--- src/rtl/scp_pkg.sv ---
// ----------------------------------------------------------------------------
// scp_pkg: shared types and constants of the section cycle profiler
// Command codes, the per-section record and the result word layout.
// ----------------------------------------------------------------------------
`default_nettype none

package scp_pkg;

  localparam int unsigned SECTIONS_DEF = 16;
  localparam int unsigned TS_W         = 32;
  localparam int unsigned SEC_FIELD_W  = 8;
  localparam int unsigned CMD_W        = 2;

  localparam logic [TS_W-1:0] ALL_ONES = 32'hFFFF_FFFF;

  typedef enum logic [CMD_W-1:0] {
    CMD_START = 2'd0,
    CMD_STOP  = 2'd1,
    CMD_CLEAR = 2'd2
  } cmd_t;

  // One section's bookkeeping.
  typedef struct packed {
    logic [TS_W-1:0] start_stamp;
    logic [TS_W-1:0] last_elapsed;
    logic [TS_W-1:0] min_seen;
    logic [TS_W-1:0] max_seen;
  } entry_t;

  localparam entry_t ENTRY_RESET = '{
    start_stamp:  '0,
    last_elapsed: '0,
    min_seen:     ALL_ONES,
    max_seen:     '0
  };

  // Result word handed to the output register.
  typedef struct packed {
    logic            accepted;
    logic [TS_W-1:0] elapsed_cycles;
    logic [TS_W-1:0] min_cycles;
    logic [TS_W-1:0] max_cycles;
  } result_t;

endpackage : scp_pkg

`default_nettype wire

--- src/rtl/section_cycle_profiler.sv ---
// ----------------------------------------------------------------------------
// section_cycle_profiler: per-section execution time profiler
// Tracks start stamp, last elapsed time, minimum and maximum per section.
// ----------------------------------------------------------------------------
// Each input word carries a command (start, stop, clear), a section number
// and the current 32-bit cycle timestamp, and produces exactly one result
// word. A start records the timestamp, a stop stores the wrapping 32-bit
// difference to the recorded start and folds it into the section's minimum
// and maximum, and a clear returns the section to its reset values (zero
// stamp, elapsed and maximum, minimum of all ones). A section number at or
// above SECTIONS is not acted on and returns accepted = 0 with all values
// zero; the unused command code returns accepted = 0 with the section's
// unchanged values. The block accepts one word per clock cycle unless a held
// result stalls it. The section memory is read at the edge that accepts a
// word, the update runs from stage 1, and its result is registered into the
// output register, which raises out_valid, once that register is free. A
// result held by a low out_ready keeps one more word waiting in stage 1,
// after which in_ready drops until the result leaves. A word that follows
// a word for the same section in the next cycle sees the earlier update
// through a bypass of the write port. No memory clearing pass is needed
// after reset; per-section valid bits stand in for it.
// ----------------------------------------------------------------------------
`default_nettype none

module section_cycle_profiler
  import scp_pkg::*;
#(
  parameter int unsigned SECTIONS = SECTIONS_DEF
) (
  input  wire logic                   clk,
  input  wire logic                   rst_n,
  input  wire logic                   in_valid,
  output logic                        in_ready,
  input  wire logic [CMD_W-1:0]       in_cmd,
  input  wire logic [SEC_FIELD_W-1:0] in_section,
  input  wire logic [TS_W-1:0]        in_timestamp,
  output logic                        out_valid,
  input  wire logic                   out_ready,
  output logic                        out_accepted,
  output logic [TS_W-1:0]             out_elapsed_cycles,
  output logic [TS_W-1:0]             out_min_cycles,
  output logic [TS_W-1:0]             out_max_cycles
);

  localparam int unsigned IDX_W = (SECTIONS > 1) ? $clog2(SECTIONS) : 1;

  // Stage 1 holds the accepted word while the memory read completes.
  logic                  s1_vld_r;
  logic                  s1_vld_nxt;
  logic [CMD_W-1:0]      s1_cmd_r;
  logic [IDX_W-1:0]      s1_idx_r;
  logic                  s1_in_range_r;
  logic [TS_W-1:0]       s1_ts_r;

  logic                  out_vld_r;
  logic                  out_vld_nxt;
  result_t               out_res_r;

  logic                  in_fire;
  logic                  s1_adv;
  logic                  in_range;
  logic [IDX_W-1:0]      in_idx;

  entry_t                cur_entry;
  entry_t                nxt_entry;
  logic                  wr_en;
  result_t               res;

  // The section field is compared one bit wider so SECTIONS = 256 fits.
  assign in_range = ({1'b0, in_section} < (SEC_FIELD_W + 1)'(SECTIONS));
  assign in_idx   = in_range ? in_section[IDX_W-1:0] : '0;

  assign s1_adv   = s1_vld_r && (!out_vld_r || out_ready);
  assign in_ready = !s1_vld_r || s1_adv;
  assign in_fire  = in_valid && in_ready;

  always_comb begin
    s1_vld_nxt = s1_vld_r;
    if (in_fire) begin
      s1_vld_nxt = 1'b1;
    end else if (s1_adv) begin
      s1_vld_nxt = 1'b0;
    end
  end

  always_comb begin
    out_vld_nxt = out_vld_r;
    if (s1_adv) begin
      out_vld_nxt = 1'b1;
    end else if (out_ready) begin
      out_vld_nxt = 1'b0;
    end
  end

  always_ff @(posedge clk) begin
    if (!rst_n) begin
      s1_vld_r  <= 1'b0;
      out_vld_r <= 1'b0;
    end else begin
      s1_vld_r  <= s1_vld_nxt;
      out_vld_r <= out_vld_nxt;
    end
  end

  always_ff @(posedge clk) begin
    if (in_fire) begin
      s1_cmd_r      <= in_cmd;
      s1_idx_r      <= in_idx;
      s1_in_range_r <= in_range;
      s1_ts_r       <= in_timestamp;
    end
    if (s1_adv) begin
      out_res_r <= res;
    end
  end

  scp_entry_store #(
    .SECTIONS (SECTIONS),
    .IDX_W    (IDX_W)
  ) u_store (
    .clk     (clk),
    .rst_n   (rst_n),
    .rd_en   (in_fire),
    .rd_addr (in_idx),
    .wr_en   (s1_adv && wr_en),
    .wr_addr (s1_idx_r),
    .wr_data (nxt_entry),
    .rd_data (cur_entry)
  );

  scp_update u_update (
    .cmd       (s1_cmd_r),
    .in_range  (s1_in_range_r),
    .timestamp (s1_ts_r),
    .cur       (cur_entry),
    .wr_en     (wr_en),
    .nxt       (nxt_entry),
    .res       (res)
  );

  assign out_valid          = out_vld_r;
  assign out_accepted       = out_res_r.accepted;
  assign out_elapsed_cycles = out_res_r.elapsed_cycles;
  assign out_min_cycles     = out_res_r.min_cycles;
  assign out_max_cycles     = out_res_r.max_cycles;

endmodule : section_cycle_profiler

`default_nettype wire

--- src/rtl/scp_entry_store.sv ---
// ----------------------------------------------------------------------------
// scp_entry_store: per-section record memory
// Registered-read memory with per-entry valid bits and write-to-read bypass.
// ----------------------------------------------------------------------------
`default_nettype none

module scp_entry_store
  import scp_pkg::*;
#(
  parameter int unsigned SECTIONS = SECTIONS_DEF,
  parameter int unsigned IDX_W    = (SECTIONS > 1) ? $clog2(SECTIONS) : 1
) (
  input  wire logic             clk,
  input  wire logic             rst_n,
  input  wire logic             rd_en,
  input  wire logic [IDX_W-1:0] rd_addr,
  input  wire logic             wr_en,
  input  wire logic [IDX_W-1:0] wr_addr,
  input  wire entry_t           wr_data,
  output entry_t                rd_data
);

  entry_t               mem [SECTIONS];
  logic [SECTIONS-1:0]  vld_r;
  entry_t               mem_rd_r;
  logic                 vld_rd_r;
  logic [IDX_W-1:0]     rd_addr_r;
  entry_t               fwd_r;
  logic [IDX_W-1:0]     fwd_addr_r;
  logic                 fwd_vld_r;

  always_ff @(posedge clk) begin
    if (wr_en) begin
      mem[wr_addr] <= wr_data;
    end
    if (rd_en) begin
      mem_rd_r  <= mem[rd_addr];
      rd_addr_r <= rd_addr;
    end
    if (wr_en) begin
      fwd_r      <= wr_data;
      fwd_addr_r <= wr_addr;
    end
  end

  always_ff @(posedge clk) begin
    if (!rst_n) begin
      vld_r     <= '0;
      vld_rd_r  <= 1'b0;
      fwd_vld_r <= 1'b0;
    end else begin
      if (wr_en) begin
        vld_r[wr_addr] <= 1'b1;
        fwd_vld_r      <= 1'b1;
      end
      if (rd_en) begin
        vld_rd_r <= vld_r[rd_addr];
      end
    end
  end

  // A write landing on the same edge as the read is not in mem_rd_r yet.
  always_comb begin
    if (fwd_vld_r && (fwd_addr_r == rd_addr_r)) begin
      rd_data = fwd_r;
    end else if (vld_rd_r) begin
      rd_data = mem_rd_r;
    end else begin
      rd_data = ENTRY_RESET;
    end
  end

endmodule : scp_entry_store

`default_nettype wire

--- src/rtl/scp_update.sv ---
// ----------------------------------------------------------------------------
// scp_update: command execution for one section record
// Computes the new record, its write enable and the result word.
// ----------------------------------------------------------------------------
`default_nettype none

module scp_update
  import scp_pkg::*;
(
  input  wire logic [CMD_W-1:0] cmd,
  input  wire logic             in_range,
  input  wire logic [TS_W-1:0]  timestamp,
  input  wire entry_t           cur,
  output logic                  wr_en,
  output entry_t                nxt,
  output result_t               res
);

  logic [TS_W-1:0] elapsed;
  logic            acted;

  assign elapsed = timestamp - cur.start_stamp;

  always_comb begin
    nxt   = cur;
    acted = 1'b1;
    unique case (cmd_t'(cmd))
      CMD_START: nxt.start_stamp = timestamp;
      CMD_STOP: begin
        nxt.last_elapsed = elapsed;
        if (cur.max_seen < elapsed) begin
          nxt.max_seen = elapsed;
        end
        if (cur.min_seen > elapsed) begin
          nxt.min_seen = elapsed;
        end
      end
      CMD_CLEAR: nxt = ENTRY_RESET;
      default:   acted = 1'b0;
    endcase
  end

  always_comb begin
    wr_en = in_range && acted;
    if (in_range) begin
      res.accepted       = acted;
      res.elapsed_cycles = nxt.last_elapsed;
      res.min_cycles     = nxt.min_seen;
      res.max_cycles     = nxt.max_seen;
    end else begin
      res = '0;
    end
  end

endmodule : scp_update

`default_nettype wire

--- config.mk ---
export PLATFORM = sky130hd
export DESIGN_NAME = section_cycle_profiler
export DESIGN_NICKNAME = d
export VERILOG_FILES = /design/src/rtl/scp_pkg.sv /design/src/rtl/section_cycle_profiler.sv /design/src/rtl/scp_entry_store.sv /design/src/rtl/scp_update.sv
export SDC_FILE = /design/constraint.sdc
export NUM_CORES = 2
export LEC_CHECK = 0
export BUFFER_PORTS_ARGS = -buffer_cell sky130_fd_sc_hd__buf_2
export CAP_MARGIN = 20
export CORE_ASPECT_RATIO = 0.8
export CORE_MARGIN = 3
export CORE_UTILIZATION = 40
export CTS_CLUSTER_DIAMETER = 100
export DETAILED_ROUTE_END_ITERATION = 8
export MAX_ROUTING_LAYER = met4
export PLACE_DENSITY = 0.54
export SLEW_MARGIN = 10
export SYNTH_ARGS = -nofsm -noshare
export SYNTH_HDL_FRONTEND = slang
export SYNTH_SLANG_ARGS = --single-unit
export TNS_END_PERCENT = 20
--- constraint.sdc ---
create_clock -name clk -period 21.3 [get_ports clk]
set_clock_uncertainty 0.2 [all_clocks]
set_input_delay 3.195 -clock clk [delete_from_list [all_inputs] [get_ports clk]]
set_output_delay 3.195 -clock clk [all_outputs]
set_load 0.02 [all_outputs]
### After elaboration in Yosys (flattened, before gate mapping)

Memories as Yosys holds them, arrays and structs flattened. A register that Yosys moved wholly into a read port is not among the register bits.
Cells that the tools add are included.

| storage, ports and cells | value |
|---|---|
| bits in registers | 288 |
| RAM bits | 2048 |
| output and inout bits | 99 |
| word-level logic and storage cells | 62 |
| memories kept | 1 |

Memories:

| name | depth | bits a word | read ports | clocked after memory_dff | wr ports | RTL line | source |
|---|---|---|---|---|---|---|---|
| u_store.mem | 16 | 128 | 1 | 1 | 1 | scp_entry_store.sv:23 | `entry_t mem [SECTIONS];` |

| operators by class | value |
|---|---|
| add/subtract/negate cells | 1 |
| $lt $le $gt $ge | 6 |
| equality and inequality tests | 3 |
| mux-type cells | 18 |
| bitwise gates (word level) | 1 |
| reductions and logical operators | 14 |

Operators by type and width:

| kind | count |
|---|---|
| $mux W128 | 2 |
| $pmux W96 S2 | 1 |
| $mux W32 | 2 |
| $pmux W32 S2 | 1 |
| $gt A32 B32 Y1 | 1 |
| $lt A32 B32 Y1 | 1 |
| $sub A32 B32 Y32 | 1 |
| $or A16 B16 Y16 | 1 |
| $lt A4 B5 Y1 const B | 2 |
| $mux W1 | 9 |
| $lt A8 B5 Y1 const B | 1 |
| $logic_and A1 B1 Y1 | 6 |
| $bmux W1 S4 | 1 |
| $demux W1 S4 | 1 |
| $eq A4 B4 Y1 | 1 |
| $ge A4 B1 Y1 const B | 1 |
| $mux W4 | 1 |
| $reduce_bool A2 Y1 | 2 |
| $reduce_or A3 Y1 | 1 |
| $eq A2 B1 Y1 const B | 1 |
| $eq A2 B2 Y1 const B | 1 |
| $logic_not A1 Y1 | 2 |
| $logic_not A2 Y1 | 1 |
| $logic_or A1 B1 Y1 | 2 |

### Logic depth before layout (Yosys ltp)

| logic depth | value |
|---|---|
| depth after elaboration | 7 |
| depth in mapped cells | 37 |

### Hierarchy

Synthesis repeated with hierarchy kept, for this count alone.

| second synthesis, totals | value |
|---|---|
| cell total of the unflattened synthesis | 4810 |
| area, all modules | 98695.9 µm² |

Modules (own cells, without submodules):

| module | times used | cells each | area each (µm²) |
|---|---|---|---|
| scp_entry_store | 1 | 3689 | 88004.4 |
| scp_update | 1 | 969 | 6466.2 |
| section_cycle_profiler | 1 | 152 | 4225.3 |

### Worst setup path before layout

Ideal clock, no wire load.

| timing | value |
|---|---|
| path kind | input port to flip-flop |
| start | input port out_ready |
| end | memory u_store.mem[12][0] (netlist name) (enable) |
| setup time | 0.775 ns |
| arrival time | 16.580 ns |
| setup slack | 3.745 ns |
| cell stages on the path | 5 |
| buffers on the path | 1 |
| path through | nand2b_1 > and3_1 > clkbuf_1 > nand3_1 > nor3_1 |

| between the ends | value |
|---|---|
| cells in the longest elaborated chain, start to end | 5 |

Ends and longest elaborated chain:

| what | RTL line | source |
|---|---|---|
| start, declared | section_cycle_profiler.sv:38 | `input wire logic out_ready,` |
| $logic_or A1 B1 Y1 | section_cycle_profiler.sv:73 | `assign s1_adv = s1_vld_r && (!out_vld_r \|\| out_ready);` |
| $logic_and A1 B1 Y1 | section_cycle_profiler.sv:73 |  |
| $logic_and A1 B1 Y1 | section_cycle_profiler.sv:125 | `.wr_en (s1_adv && wr_en),` |
| net u_store.wr_en | scp_entry_store.sv:17 | `input wire logic wr_en,` |
| $mux W1 | scp_entry_store.sv:33 | `if (wr_en) begin` |
| $mux W1 (implied by the code) | scp_entry_store.sv:34 | `mem[wr_addr] <= wr_data;` |
| end, declared | scp_entry_store.sv:23 |  |

The timed path passes the listed nets, and every way through them passes these cells.

==> impl_metrics.ini <==
[worst_setup_path]
arrival_ns = 10.98
cp_max_fo = 97
end_kind = flip-flop
cp_slowest_stage_delay_ns = 0.84
startpoint_type = flip-flop
cp.required_ns = 21.68
rr_endpoint = u_store.mem[13][43]
r2r-start = u_store.rd_addr_r[0]
worstSetupPathType = reg2reg
r2r_slack_ns = 10.70
reg2reg_depth = 30
slowest_stage = buf_4

[timing]
rsz0062_at_grt = no
holdWs_ns = 0.267
setup_slack_ns = 10.70
period_share_pct = 49.8
final-max-slew-violation-count = 0
relSlewSlack_pct = 22.2
period_needed_ns = 10.60
setup_viol = 0
tns_ns = 0
finalHoldViolCount = 0
tightestPinTransition_ns = 1.17
max_clock_freq_mhz = 94.4

[drt]
drtAntennaViolNets = 0
via_per_inst = 5.93
wirelength_um = 324000
drtPass1Iterations = 6
vias = 63900
drtIter0Drc = 7751
drc = 0
wl_per_cell_um = 30.0

[finish]
fin_nets = 7391
multi_input_area_um2 = 25200
syn_to_final_growth_pct = 13.0
drive_gt1_share_pct = 11.4
fill_cells = 22000
regArea_um2 = 73800
final_cell_mix = edfxtp_1, nand2_1, a311oi_1, a211oi_1, nand3_1
final_common_cell = edfxtp_1

[power]
power-per-cell-area_nw_per_um2 = 90.9
vdd_drop_max_v = 0.0000844
total_power_mw = 10.4
p_leak_nw = 38.2

[clock_network]
cts_tree = yes
clk_pin_slew_worst_paths_ns = 0.06
clock_latency_ns = 0.93
clkSinkCount = 2464
cts_hold_buf = 0
h-tree-depth = 4
cts_resized = 0
post-cts-setup-buffers = 0
clk_path_buf_depth = 4
clock-root-buffer = clkbuf_16
cts-buffers-inserted = 245

[floorplan]
core_area_um2 = 250000
dieWidth_um = 568
rows = 164
initial_utilization_pct = 40.3
fp.dieH_um = 455
pin_count = 145
dieArea_um2 = 259000

[run]
drv_cap = 0

[logic_synthesis]
ys_seq_area_share_pct = 73.1
synth_edf_count = 2444
syn_area_per_cell_um2 = 14.1
syn_area_um2 = 101000
yosysWarningCount = 0
synthFlopType = edfxtp_1
async_flop_share_pct = 0
ys_ff_latch = 2464
synthTopCellsByArea = edfxtp_1, nand2_1, a311oi_1
synth_top_cell_area_share_pct = 72.7
syn_nets = 7278
syn_inst = 7140
yosysUniqueCellTypes = 78
yosysTopAreaCell = edfxtp_1

[grt]
grt_pass1_wl_um = 459000
grt_max_degree = 177
grt_usage_pct = 25.1
antenna_found_initial = 13
grt_overflow_total = 0
grt_pass1_vias = 60300

[worst_hold_path]
min_to = u_store.vld_r[8]
holdPathStages = 1
hp-class = reg2reg
worstHoldStart = u_store.vld_r[8]

[place]
dp_hpwl_um = 165000
dp_worst_setup_slack_ns = 10.93
gp_congestion = 0.857
placement.io_buffers = 144

[run_status]
outcome = finished, final reports clean
## power breakdown
| group | internal [mW] | total, mW | switching [mW] |
|---|---|---|---|
| sequential | 5.42 | 5.45 | 0.0295 |
| clock | 2.44 | 4.30 | 1.86 |
| combinational | 0.158 | 0.623 | 0.464 |
| total | 8.02 | 10.4 | 2.36 |
## metrics by stage
| stage | util (%) | area (um^2) | cells |
|---|---|---|---|
| final | 45.6 | 114000 | 10800 |
| after global routing | 45.6 | 114000 | 10800 |
| after CTS | 45.5 | 114000 | 10800 |
| after detailed placement | 42.4 | 106000 | 10300 |
| after global placement | 42.3 | 106000 | 10300 |
| after floorplan | - | 101000 | 7140 |
## worst max-delay path: cells and delay by family (launching register included)
| kind | cells | cell delay, ns |
|---|---|---|
| simple gates | 8 | 2.10 |
| fa+ha+maj | 4 | 1.11 |
| buf+inv | 4 | 1.79 |
| xor+xnor | 2 | 0.35 |
| compound gates | 12 | 4.03 |
| flops | 1 | 0.56 |
## routing by layer
layer / global-route usage (%) / vias up / routed length, um
met4: 6.71 / 0 / 8950
met1: 35.7 / 32900 / 141000
met2: 37.7 / 2942 / 147000
met3: 3.67 / 469 / 26500
li1: - / 27600 / -
met5: - / - / 0
## cell families (layout without fill, tap and decap cells)
family                     count (synthesis)  count (layout)  share of synthesized area (%)
adders and majority gates                 96              96                           1.18
AOI/OAI and AO/OA                       1474            1474                           10.3
other                                      0               1                              0
xor gates and xnor gates                  38              38                          0.344
DFF                                     2464            2464                           73.1
and+or+nand+nor                         2198            2198                           9.83
buffers and inverters                    608             920                           2.31
muxes                                    262             262                           2.96
## how the worst max path moves through the flow
stage | startpoint | end | slack [ns] | cells past startpoint
3_5_place_dp | u_store.rd_addr_r[0] | u_store.mem[13][43] | 10.93 | 30
5_1_grt | u_store.rd_addr_r[0] | u_store.mem[13][43] | 10.12 | 30
6_report | u_store.rd_addr_r[0] | u_store.mem[13][43] | 10.70 | 30
2_1_floorplan | out_ready | u_store.mem[12][0] | 3.75 | 5
4_1_cts | u_store.rd_addr_r[0] | u_store.mem[13][43] | 10.85 | 30
3_3_place_gp | u_store.rd_addr_r[0] | u_store.mem[11][43] | 11.01 | 30
## registers in the layout, summed over array words and instances (netlist names), 2 cells and up
name / count
u_store.mem: 2048
out_max_cycles: 32
u_store.rd_addr_r: 4
s1_cmd_r: 2
u_store.mem_rd_r: 128
u_store.fwd_addr_r: 4
s1_ts_r: 32
u_store.fwd_r: 128
out_min_cycles: 32
out_elapsed_cycles: 32
u_store.vld_r: 16
## synthesized netlist by cell type, types with 24 or more instances
master	n
a311oi_1	333
o21ai_0	124
mux4_2	27
ha_1	92
buf_1	37
nand2_1	1292
nor2b_1	279
and2_1	85
nand3_1	281
and3_1	78
a21oi_1	276
inv_1	88
a211oi_1	283
mux2i_1	215
o311ai_0	30
o22ai_1	83
nor3_1	34
clkbuf_1	462
xnor2_1	24
a21o_1	36
edfxtp_1	2444
a31oi_1	163
nor2_1	86
a311o_1	30
## area by class of cell
class,instances,area share (%)
diodes,1,0.00219
clock buffers,299,5.63
clock inverters,147,1.25
inverters,94,0.329
multi-input cells,4068,22.0
flip-flops and latches,2464,64.7
well taps,3320,3.64
repair buffers,380,2.44
(Power assumes the default switching activity.)
